==> src/sv/apc_pkg.sv <==
// ----------------------------------------------------------------------------
// apc_pkg
// Shared types and constants for the amicable pair checker.
// ----------------------------------------------------------------------------
package apc_pkg;

    // Width of each input number field on the ports
    localparam int IN_WIDTH            = 16;
    // Width of each reported divisor sum, and its saturation value
    localparam int SUM_WIDTH           = 18;
    localparam int SUM_MAX             = 262143;
    // Default operand width used by the datapath
    localparam int VALUE_WIDTH_DEFAULT = 16;

    typedef enum logic [1:0] {
        ST_IDLE,
        ST_CHECK,
        ST_WAIT,
        ST_DONE
    } apc_state_t;

    // Status of the shared remainder unit
    typedef struct packed {
        logic busy;
        logic done;
    } rem_status_t;

endpackage

==> src/sv/apc_rem_unit.sv <==
// ----------------------------------------------------------------------------
// apc_rem_unit
// Bit-serial restoring remainder: dividend % divisor, one bit per cycle.
// ----------------------------------------------------------------------------
module apc_rem_unit
    import apc_pkg::*;
#(
    parameter int VALUE_WIDTH = VALUE_WIDTH_DEFAULT
) (
    input  logic                   aclk,
    input  logic                   aresetn,
    input  logic                   start,
    input  logic [VALUE_WIDTH-1:0] dividend,
    input  logic [VALUE_WIDTH-1:0] divisor,
    output rem_status_t            status,
    output logic [VALUE_WIDTH-1:0] remainder
);

    localparam int CNT_W = $clog2(VALUE_WIDTH + 1);

    logic                   busy_reg;
    logic                   done_reg;
    logic [CNT_W-1:0]       count_reg;
    logic [VALUE_WIDTH-1:0] shift_reg;
    logic [VALUE_WIDTH-1:0] divisor_reg;
    logic [VALUE_WIDTH-1:0] rem_reg;
    logic [VALUE_WIDTH:0]   trial;
    logic [VALUE_WIDTH-1:0] rem_next;

    // Shift in the next dividend bit, subtract when the divisor fits
    always_comb begin
        trial = {rem_reg, shift_reg[VALUE_WIDTH-1]};
        if (trial >= {1'b0, divisor_reg}) begin
            rem_next = VALUE_WIDTH'(trial - {1'b0, divisor_reg});
        end else begin
            rem_next = trial[VALUE_WIDTH-1:0];
        end
    end

    always_ff @(posedge aclk) begin
        if (!aresetn) begin
            busy_reg  <= 1'b0;
            done_reg  <= 1'b0;
            count_reg <= '0;
        end else begin
            done_reg <= 1'b0;
            if (start) begin
                busy_reg  <= 1'b1;
                count_reg <= CNT_W'(VALUE_WIDTH);
            end else if (busy_reg) begin
                count_reg <= count_reg - CNT_W'(1);
                if (count_reg == CNT_W'(1)) begin
                    busy_reg <= 1'b0;
                    done_reg <= 1'b1;
                end
            end
        end
    end

    always_ff @(posedge aclk) begin
        if (start) begin
            shift_reg   <= dividend;
            divisor_reg <= divisor;
            rem_reg     <= '0;
        end else if (busy_reg) begin
            shift_reg <= {shift_reg[VALUE_WIDTH-2:0], 1'b0};
            rem_reg   <= rem_next;
        end
    end

    assign status.busy = busy_reg;
    assign status.done = done_reg;
    assign remainder   = rem_reg;

endmodule

==> src/sv/amicable_pair_check.sv <==
// ----------------------------------------------------------------------------
// amicable_pair_check
// Aliquot sums of two numbers by trial division, with an amicable verdict.
// ----------------------------------------------------------------------------
// Usage:
//   Input channel s_*: one item carries number_a and number_b. The block takes
//   an item only when s_ready is high, which is only while it is idle.
//   Result channel m_*: one item per input item, held in an output register
//   until m_ready takes it. A new input item may be taken while a result still
//   waits; the next result is then held back until the register frees up.
//   For each number n the block tries divisors d = 1 .. n/2 and adds every d
//   that leaves no remainder, saturating the sum at its maximum.
//   The remainders come from one shared bit-serial unit, one trial divisor at
//   a time. An item with a zero number finishes with bad_input set and all
//   else zero.
//   Throughput: one item at a time, the next accepted once the result is
//   loaded into the output register.
//   Reset (aresetn low, synchronous) drops any item at work and any pending
//   result and returns the block to idle.
// ----------------------------------------------------------------------------
module amicable_pair_check
    import apc_pkg::*;
#(
    parameter int VALUE_WIDTH = VALUE_WIDTH_DEFAULT
) (
    input  logic                 aclk,
    input  logic                 aresetn,
    input  logic                 s_valid,
    output logic                 s_ready,
    input  logic [IN_WIDTH-1:0]  s_number_a,
    input  logic [IN_WIDTH-1:0]  s_number_b,
    output logic                 m_valid,
    input  logic                 m_ready,
    output logic                 m_are_amicable,
    output logic [SUM_WIDTH-1:0] m_divisor_sum_a,
    output logic [SUM_WIDTH-1:0] m_divisor_sum_b,
    output logic                 m_bad_input
);

    // Common width for comparing sums against operands
    localparam int CW = (SUM_WIDTH > VALUE_WIDTH) ? SUM_WIDTH : VALUE_WIDTH;
    localparam logic [CW:0] SUM_MAX_W = (CW + 1)'(SUM_MAX);

    apc_state_t state_reg, state_next;

    logic [VALUE_WIDTH-1:0] number_a_reg;
    logic [VALUE_WIDTH-1:0] number_b_reg;
    logic [VALUE_WIDTH-1:0] trial_divisor_reg;
    logic [SUM_WIDTH-1:0]   running_sum_reg;
    logic [SUM_WIDTH-1:0]   sum_a_reg;
    logic                   which_operand_reg;
    logic                   bad_reg;

    logic                   m_valid_reg;
    logic                   m_are_amicable_reg;
    logic [SUM_WIDTH-1:0]   m_divisor_sum_a_reg;
    logic [SUM_WIDTH-1:0]   m_divisor_sum_b_reg;
    logic                   m_bad_input_reg;

    logic [VALUE_WIDTH-1:0] in_a;
    logic [VALUE_WIDTH-1:0] in_b;
    logic                   in_zero;
    logic [VALUE_WIDTH-1:0] operand;
    logic [VALUE_WIDTH-1:0] half;
    logic                   scan_done;
    logic                   rem_start;
    rem_status_t            rem_status;
    logic [VALUE_WIDTH-1:0] remainder;
    logic [CW:0]            sum_wide;
    logic [SUM_WIDTH-1:0]   sum_sat;
    logic                   out_free;
    logic                   amicable;

    // Keep only the low VALUE_WIDTH bits of each number
    assign in_a    = VALUE_WIDTH'(s_number_a);
    assign in_b    = VALUE_WIDTH'(s_number_b);
    assign in_zero = (in_a == '0) || (in_b == '0);

    // Current operand and its trial limit
    assign operand   = which_operand_reg ? number_b_reg : number_a_reg;
    assign half      = operand >> 1;
    assign scan_done = trial_divisor_reg > half;

    // Saturating accumulate of the current trial divisor
    assign sum_wide = (CW + 1)'(running_sum_reg) + (CW + 1)'(trial_divisor_reg);
    assign sum_sat  = (sum_wide > SUM_MAX_W) ? SUM_WIDTH'(SUM_MAX)
                                             : sum_wide[SUM_WIDTH-1:0];

    assign out_free = !m_valid_reg || m_ready;

    // Verdict: each sum must equal the other number
    assign amicable = (CW'(sum_a_reg) == CW'(number_b_reg)) &&
                      (CW'(running_sum_reg) == CW'(number_a_reg));

    apc_rem_unit #(
        .VALUE_WIDTH (VALUE_WIDTH)
    ) u_rem (
        .aclk      (aclk),
        .aresetn   (aresetn),
        .start     (rem_start),
        .dividend  (operand),
        .divisor   (trial_divisor_reg),
        .status    (rem_status),
        .remainder (remainder)
    );

    always_ff @(posedge aclk) begin
        if (!aresetn) begin
            state_reg <= ST_IDLE;
        end else begin
            state_reg <= state_next;
        end
    end

    // Sequencer: next state and the remainder unit start strobe
    always_comb begin
        state_next = state_reg;
        rem_start  = 1'b0;
        s_ready    = 1'b0;
        unique case (state_reg)
            ST_IDLE: begin
                s_ready = 1'b1;
                if (s_valid) begin
                    state_next = in_zero ? ST_DONE : ST_CHECK;
                end
            end
            ST_CHECK: begin
                if (scan_done) begin
                    if (which_operand_reg) begin
                        state_next = ST_DONE;
                    end
                end else begin
                    rem_start  = 1'b1;
                    state_next = ST_WAIT;
                end
            end
            ST_WAIT: begin
                if (rem_status.done) begin
                    state_next = ST_CHECK;
                end
            end
            ST_DONE: begin
                if (out_free) begin
                    state_next = ST_IDLE;
                end
            end
            default: state_next = ST_IDLE;
        endcase
    end

    // Datapath registers, advanced by the sequencer state
    always_ff @(posedge aclk) begin
        if (!aresetn) begin
            trial_divisor_reg <= '0;
            running_sum_reg   <= '0;
            which_operand_reg <= 1'b0;
            bad_reg           <= 1'b0;
        end else begin
            unique case (state_reg)
                ST_IDLE: begin
                    if (s_valid) begin
                        number_a_reg      <= in_a;
                        number_b_reg      <= in_b;
                        bad_reg           <= in_zero;
                        which_operand_reg <= 1'b0;
                        trial_divisor_reg <= VALUE_WIDTH'(1);
                        running_sum_reg   <= '0;
                    end
                end
                ST_CHECK: begin
                    // First operand finished: park its sum, restart on the second
                    if (scan_done && !which_operand_reg) begin
                        sum_a_reg         <= running_sum_reg;
                        running_sum_reg   <= '0;
                        trial_divisor_reg <= VALUE_WIDTH'(1);
                        which_operand_reg <= 1'b1;
                    end
                end
                ST_WAIT: begin
                    if (rem_status.done) begin
                        if (remainder == '0) begin
                            running_sum_reg <= sum_sat;
                        end
                        trial_divisor_reg <= trial_divisor_reg + VALUE_WIDTH'(1);
                    end
                end
                ST_DONE: begin
                    if (out_free) begin
                        trial_divisor_reg <= '0;
                        running_sum_reg   <= '0;
                        which_operand_reg <= 1'b0;
                    end
                end
                default: begin
                    trial_divisor_reg <= '0;
                end
            endcase
        end
    end

    // Output register: load on finish, hold while the receiver stalls
    always_ff @(posedge aclk) begin
        if (!aresetn) begin
            m_valid_reg <= 1'b0;
        end else begin
            if (state_reg == ST_DONE && out_free) begin
                m_valid_reg <= 1'b1;
            end else if (m_valid_reg && m_ready) begin
                m_valid_reg <= 1'b0;
            end
        end
    end

    always_ff @(posedge aclk) begin
        if (state_reg == ST_DONE && out_free) begin
            m_bad_input_reg <= bad_reg;
            if (bad_reg) begin
                m_are_amicable_reg  <= 1'b0;
                m_divisor_sum_a_reg <= '0;
                m_divisor_sum_b_reg <= '0;
            end else begin
                m_are_amicable_reg  <= amicable;
                m_divisor_sum_a_reg <= sum_a_reg;
                m_divisor_sum_b_reg <= running_sum_reg;
            end
        end
    end

    assign m_valid         = m_valid_reg;
    assign m_are_amicable  = m_are_amicable_reg;
    assign m_divisor_sum_a = m_divisor_sum_a_reg;
    assign m_divisor_sum_b = m_divisor_sum_b_reg;
    assign m_bad_input     = m_bad_input_reg;

endmodule

==> config.mk <==
export PLATFORM = sky130hd
export DESIGN_NAME = amicable_pair_check
export DESIGN_NICKNAME = d
export VERILOG_FILES = /design/src/sv/apc_pkg.sv /design/src/sv/apc_rem_unit.sv /design/src/sv/amicable_pair_check.sv
export SDC_FILE = /design/constraint.sdc
export NUM_CORES = 1
export LEC_CHECK = 0
export ABC_AREA = 1
export ABC_CLOCK_PERIOD_IN_PS = 4730
export BUFFER_PORTS_ARGS = -buffer_cell sky130_fd_sc_hd__buf_2
export CORE_MARGIN = 2
export CORE_UTILIZATION = 35
export DETAILED_ROUTE_END_ITERATION = 6
export MAX_ROUTING_LAYER = met4
export PLACE_DENSITY = 0.57
export SYNTH_ARGS = -nofsm -noshare
export SYNTH_HDL_FRONTEND = slang
export SYNTH_SLANG_ARGS = --single-unit
==> constraint.sdc <==
create_clock -name aclk -period 4.73 [get_ports aclk]
set_clock_uncertainty 0.1 [all_clocks]
set_input_delay 1.1825 -clock aclk [delete_from_list [all_inputs] [get_ports aclk]]
set_output_delay 1.1825 -clock aclk [all_outputs]
set_load 0.02 [all_outputs]
==> results.py, run 1 <==
metrics = {
    "run_status": {
        "status": "finished clean",
    },
    "global_routing": {
        "grt.met1_usage_pct": 25.6,
        "grt_busiest_layer": "met2",
        "groute.layer.met2.usage_pct": 31.2,
        "grt_max_degree": 39,
        "grt_pass1_wl_mm": 42.2,
        "use_met3_pct": 3.08,
        "grtUsageTotal_pct": 19.6,
        "antenna_found_initial": 0,
        "overflow": 0,
        "first_global_vias": 7636,
    },
    "clocking": {
        "root_buffer": "clkbuf_16",
        "clk_latency_ns": 0.45,
        "cts_buffers": 17,
        "path_clk_slew_ns": 0.08,
        "cts_setup_buffers": 0,
        "clock-sinks": 182,
        "cts.repair.resized": 0,
        "holdBufCountCts": 0,
        "htree_levels": 4,
        "cts_tree": "done",
        "clockBufferDepth": 2,
    },
    "timing": {
        "worst_pin_slew_ns": 0.864,
        "relSlewSlack_pct": 42.3,
        "fmax_mhz": 259,
        "hold_viol": 0,
        "final.setup.tns_ns": 0,
        "maxSlewViolCount": 0,
        "holdWs_ns": 0.387,
        "rsz0062_at_grt": "no",
        "setup-violations-final": 0,
        "finalCritPeriodShare_pct": 81.7,
        "post-route-min-period_ns": 3.86,
    },
    "floorplan": {
        "num_io_pins": 76,
        "start_util_pct": 35.5,
        "die_h_um": 172,
        "fp-row-count": 61,
        "die_w_um": 172,
        "core_area_um2": 27800,
        "die_area_um2": 29500,
    },
    "logic_synthesis": {
        "synth_nets": 1234,
        "async_reset_ff_share_pct": 0,
        "synth_edf_count": 120,
        "synth_area_um2": 9850,
        "yosys_warnings": 0,
        "synthDistinctLibCells": 48,
        "synth_area_per_cell_um2": 8.63,
        "synthFlopType": "edfxtp_1",
        "ys_seq_elements": 182,
        "ys_seq_area_share_pct": 49.2,
        "syn_inst": 1142,
    },
    "power_and_ir_drop": {
        "combPwrFrac_pct": 25.0,
        "seqPwrFrac_pct": 43.6,
        "ir_drop_uv": 237,
        "p_per_area_nw_per_um2": 404,
        "switching_share_pct": 33.8,
        "p_clk_share_pct": 31.4,
        "intPower_w": 0.00300,
        "p_sw_w": 0.00153,
        "p_leak_nw": 4.69,
    },
    "finish": {
        "layout_commonest_cell": "nand2_1",
        "fill_cells": 2842,
        "drive_above_1_share_pct": 11.3,
        "antenna_cells": 0,
        "register_area_um2": 4840,
        "most-common-layout-cells": "296 x nand2_1, 130 x inv_1, 120 x edfxtp_1",
        "nets": 1308,
        "syn2layout_area_growth_pct": 13.8,
        "multiInputGateArea_um2": 4380,
    },
    "placed_design": {
        "port_buffers": 75,
        "dpl.hpwl_mm": 20.7,
        "gp_congestion": 0.938,
    },
    "setup_path": {
        "critical_path_required_ns": 5.01,
        "crit_top_cell": "inv_1",
        "cp_data_arrival_time_ns": 4.14,
        "critPathBufInv": 3,
        "cp.depth": 13,
        "path_class": "reg2reg",
        "crit_fanout": 37,
        "start_kind": "register",
        "rr_endpoint": "u_rem.remainder[15]$_SDFFE_PP0P_",
        "critPathCaptureType": "register",
        "regToRegSetupSlack_ns": 0.87,
        "ff2ff_path_depth": 13,
        "critical-path-max-stage-delay_ns": 0.89,
        "slowest_stage": "dfxtp_1",
        "r2r-start": "which_operand_reg$_SDFFE_PN0P_",
        "critPathLaunch": "which_operand_reg$_SDFFE_PN0P_",
        "cp-endpoint": "u_rem.remainder[15]$_SDFFE_PP0P_",
        "path_cells": "inv_1 > o21ai_0 > ha_1 > nand2_1 > inv_1 > and3_1 > nand3_1 > nand2_1 > nand2_4 > inv_1 > nor2_4 > nand3_1 > o21ai_0",
        "crit_family": "simple AND/OR/NAND/NOR gates",
    },
    "detailed_routing": {
        "ant_nets": 0,
        "drtPass1Iterations": 5,
        "vias": 7987,
        "drc": 0,
        "viasPerCell": 4.97,
        "first_iter_violations": 739,
        "wl_per_cell_um": 17.0,
        "wl_mm": 27.3,
    },
    "worst_hold_path": {
        "min_path_type": "reg2reg",
    },
    "job": {
        "maxCapViolCount": 0,
    },
}
[worst min path at each step]
| stage | startpoint | to | cells after the start |
|---|---|---|---|
| after global placement | u_rem.count_reg[2]$_SDFFE_PP0P_ | u_rem.count_reg[2]$_SDFFE_PP0P_ | 2 |
| after CTS | u_rem.count_reg[1]$_SDFFE_PP0P_ | u_rem.count_reg[1]$_SDFFE_PP0P_ | 2 |
| after detailed placement | u_rem.count_reg[1]$_SDFFE_PP0P_ | u_rem.count_reg[1]$_SDFFE_PP0P_ | 2 |
| after floorplan | bad_reg$_SDFFE_PN0P_ | m_bad_input$_DFFE_PP_ | 0 |
| after global routing | u_rem.count_reg[2]$_SDFFE_PP0P_ | u_rem.count_reg[2]$_SDFFE_PP0P_ | 2 |
| final | u_rem.count_reg[1]$_SDFFE_PP0P_ | u_rem.count_reg[1]$_SDFFE_PP0P_ | 2 |
[worst min-delay path, delay by kind of cell (launching register included)]
family,cells,cell delay [ns]
flip-flops,1,0.31
AND/OR/NAND/NOR,1,0.08
AO/OA/AOI/OAI,1,0.05
[Yosys cell counts, types with 2 or more instances]
cell type,instances,share of area [%]
and3_1,2,0.13
clkbuf_1,15,0.57
o22ai_1,12,0.76
nor3b_1,2,0.15
nor2_1,108,4.1
o21ai_2,2,0.18
o21ai_1,2,0.10
a31oi_1,4,0.25
or2_2,5,0.32
and2_1,3,0.19
fa_1,2,0.41
o21ai_0,51,2.6
nor3_1,5,0.25
nand4_1,15,0.95
a21oi_1,93,4.7
ha_1,54,6.9
nand2_2,5,0.32
nand3_1,43,2.2
mux2i_1,6,0.61
edfxtp_1,120,37
nand3b_1,6,0.46
inv_1,130,5.0
dfxtp_1,62,13
xor2_1,25,2.2
a211oi_1,2,0.15
nand2_4,2,0.23
nand2_1,296,11
a221oi_1,5,0.44
o21bai_1,2,0.15
nor4_1,16,1.0
buf_4,8,0.61
buf_1,3,0.11
xnor2_1,13,1.2
a21o_1,3,0.23
o211ai_1,7,0.53
[cells by family (layout without fill, tap and decap cells)]
kind of cell	after synthesis	after routing	synth area share, %
AO/OA/AOI/OAI	187	187	10.5
XOR/XNOR	38	38	3.38
adder cells (fa/ha/maj)	56	56	7.26
buffers and inverters	158	245	6.51
flip-flops	182	182	49.2
multiplexers	6	6	0.610
AND/OR/NAND/NOR	515	515	22.6
[power by group through the flow]
stage	combinational, W	clock, W	sequential (W)
4_1_cts	0.00113	0.00145	0.00197
3_5_place_dp	0.00113	0	0.00200
2_1_floorplan	0.000894	0	0.00196
6_report	0.00113	0.00142	0.00197
5_1_grt	0.00128	0.00151	0.00199
3_3_place_gp	0.00113	0	0.00200
[metrics by stage]
stage	total power [W]	utilization, %	instance area [um^2]	setup WS (ns)	std cells
2_1_floorplan	0.00285	-	9850	1.10	1142
3_3_place_gp	0.00313	38.2	10600	0.986	1575
3_5_place_dp	0.00314	38.2	10600	0.855	1575
4_1_cts	0.00455	40.3	11200	0.879	1607
5_1_grt	0.00478	40.3	11200	0.497	1607
6_report	0.00453	40.3	11200	0.867	1607
[per-layer routing]
layer  wire (um)  part of all wire [%]
met4         524                   1.9
met2       12800                    47
met5           0                     0
met3        1150                   4.2
met1       12800                    47
[area by class of cell]
type | instances | share of cell area (%)
Inverter | 130 | 4.35
Clock inverter | 15 | 1.45
Clock buffer | 17 | 3.80
Tap cell | 378 | 4.22
Sequential cell | 182 | 43.2
Multi-Input combinational cell | 802 | 39.1
Timing Repair Buffer | 83 | 3.88
Note: power is estimated with default switching activity, not from simulation.
==> inputs of run 2 (changes only) <==
Settings changed: ABC_CLOCK_PERIOD_IN_PS 4730 to 3300, PLACE_DENSITY 0.57 to 0.59.
Clock period 4.73 ns to 3.3 ns, I/O delays scaled along.
==> results.py, run 2 (synthesized netlist as in run 1, its figures left out) <==
metrics = {
    "clocking": {
        "cts.repair.resized": 0,
        "clk_latency_ns": 0.44,
        "cts_buffers": 17,
        "clockBufferDepth": 2,
        "path_clk_slew_ns": 0.07,
        "root_buffer": "clkbuf_16",
        "holdBufCountCts": 0,
        "htree_levels": 4,
        "cts_setup_buffers": 0,
        "clock-sinks": 182,
        "cts_tree": "done",
    },
    "global_routing": {
        "first_global_vias": 7623,
        "grtUsageTotal_pct": 19.5,
        "overflow": 0,
        "antenna_found_initial": 0,
        "grt_pass1_wl_mm": 42.4,
        "grt_max_degree": 39,
    },
    "setup_path": {
        "critPathCaptureType": "register",
        "path_cells": "buf_4 > mux2i_1 > ha_1 > nand2_1 > nor2_1 > and3_1 > nand3_1 > nand3_2 > a21oi_2 > nand3_1 > a21oi_1",
        "slowest_stage": "a21oi_2",
        "cp_data_arrival_time_ns": 3.08,
        "critical-path-max-stage-delay_ns": 0.64,
        "crit_top_cell": "nand3_1",
        "crit_fanout": 22,
        "path_class": "reg2reg",
        "start_kind": "register",
        "critPathBufInv": 1,
        "critical_path_required_ns": 3.56,
        "crit_family": "compound AO/OA/AOI/OAI gates",
    },
    "power_and_ir_drop": {
        "p_sw_w": 0.00216,
        "seqPwrFrac_pct": 43.9,
        "ir_drop_uv": 370,
        "combPwrFrac_pct": 24.9,
        "switching_share_pct": 33.5,
        "p_per_area_nw_per_um2": 573,
        "p_clk_share_pct": 31.2,
        "intPower_w": 0.00429,
        "p_leak_nw": 4.73,
    },
    "job": {
        "maxCapViolCount": 0,
    },
    "finish": {
        "drive_above_1_share_pct": 11.9,
        "antenna_cells": 0,
        "layout_commonest_cell": "nand2_1",
        "syn2layout_area_growth_pct": 14.3,
        "fill_cells": 2858,
        "postLayoutCoreUtil_pct": 40.5,
        "most-common-layout-cells": "296 x nand2_1, 130 x inv_1, 120 x edfxtp_1",
        "nets": 1317,
    },
    "detailed_routing": {
        "drtPass1Iterations": 5,
        "ant_nets": 0,
        "viasPerCell": 4.98,
        "wl_met3_mm": 1.14,
        "met1_length_mm": 12.5,
        "wl_mm": 27.1,
        "top_layer": "met4",
        "drc": 0,
        "dr_wl_met2_mm": 13.1,
        "vias": 8050,
        "first_iter_violations": 697,
        "wl_per_cell_um": 16.8,
    },
    "timing": {
        "post-route-min-period_ns": 2.82,
        "relSlewSlack_pct": 49.3,
        "worst_pin_slew_ns": 0.761,
        "rsz0062_at_grt": "no",
        "setup-violations-final": 0,
        "finalCritPeriodShare_pct": 85.3,
        "fmax_mhz": 355,
        "hold_viol": 0,
        "maxSlewViolCount": 0,
        "final.setup.tns_ns": 0,
    },
    "run_status": {
        "status": "finished clean",
    },
    "floorplan": {
        "die_w_um": 172,
        "die_h_um": 172,
        "start_util_pct": 35.5,
        "core_area_um2": 27800,
        "num_io_pins": 76,
        "die_area_um2": 29500,
        "fp-row-count": 61,
    },
    "placed_design": {
        "gp_congestion": 0.908,
        "dpl.hpwl_mm": 20.8,
        "port_buffers": 75,
    },
    "worst_hold_path": {
        "min_path_type": "reg2reg",
    },
}
==> run 2: changes by cell type in the layout (fill, tap and decap cells not counted), sizes merged <==
cell      delta
buf          +9
clkbuf       +1
clkinv       +1
clkinvlp     -1
inv          -1
==> run 2: layout make-up <==
class / instances / area, um^2 / area share (%)
clock buffers: 18 / 429 / 3.81
clock inverters: 14 / 144 / 1.28
inverters: 130 / 488 / 4.33
multi-input cells: 802 / 4380 / 38.9
flip-flops and latches: 182 / 4840 / 43.0
well taps: 378 / 473 / 4.20
repair buffers: 92 / 503 / 4.47
==> run 2: layer usage <==
metal  vias to the layer above  GRT usage [%]
met3                        29           2.42
li1                       4009              -
met1                      3812           26.5
met2                       200           31.0
met5                         -              -
met4                         0           5.26
==> run 2: power groups by stage <==
stage / sequential (W) / clock [W] / combinational, W
floorplan: 0.00281 / 0 / 0.00128
global placement: 0.00288 / 0 / 0.00159
detailed placement: 0.00288 / 0 / 0.00161
CTS: 0.00283 / 0.00204 / 0.00162
global route: 0.00286 / 0.00214 / 0.00184
finish: 0.00283 / 0.00201 / 0.00161
==> run 2: metrics by stage <==
step                total power [W]  std cells  cell area [um^2]  hold WS [ns]  setup slack [ns]
floorplan                   0.00409       1142              9860         0.329            0.0311
CTS                         0.00649       1616             11300         0.387             0.487
global route                0.00683       1616             11300         0.418             0.115
global placement            0.00447       1584             10700         0.375             0.514
finish                      0.00645       1616             11300         0.387             0.483
detailed placement          0.00449       1584             10700         0.377             0.510
==> run 2: worst register-to-register path, delay by kind of cell, from the launching register on <==
family          cells  cell delay [ns]
flops               1             0.33
mux                 1             0.29
fa+ha+maj           1             0.28
compound gates      2             0.79
buf+inv             1             0.26
simple gates        6             0.69
==> run 2: final timing paths <==
kind	start	slack [ns]	cells past startpoint	to
min	u_rem.count_reg[2]$_SDFFE_PP0P_	0.39	2	u_rem.count_reg[2]$_SDFFE_PP0P_
max	which_operand_reg$_SDFFE_PN0P_	0.48	11	trial_divisor_reg[1]$_SDFFE_PN0P_
max reg2reg	which_operand_reg$_SDFFE_PN0P_	0.48	11	trial_divisor_reg[1]$_SDFFE_PN0P_
min reg2reg	u_rem.count_reg[2]$_SDFFE_PP0P_	0.39	2	u_rem.count_reg[2]$_SDFFE_PP0P_
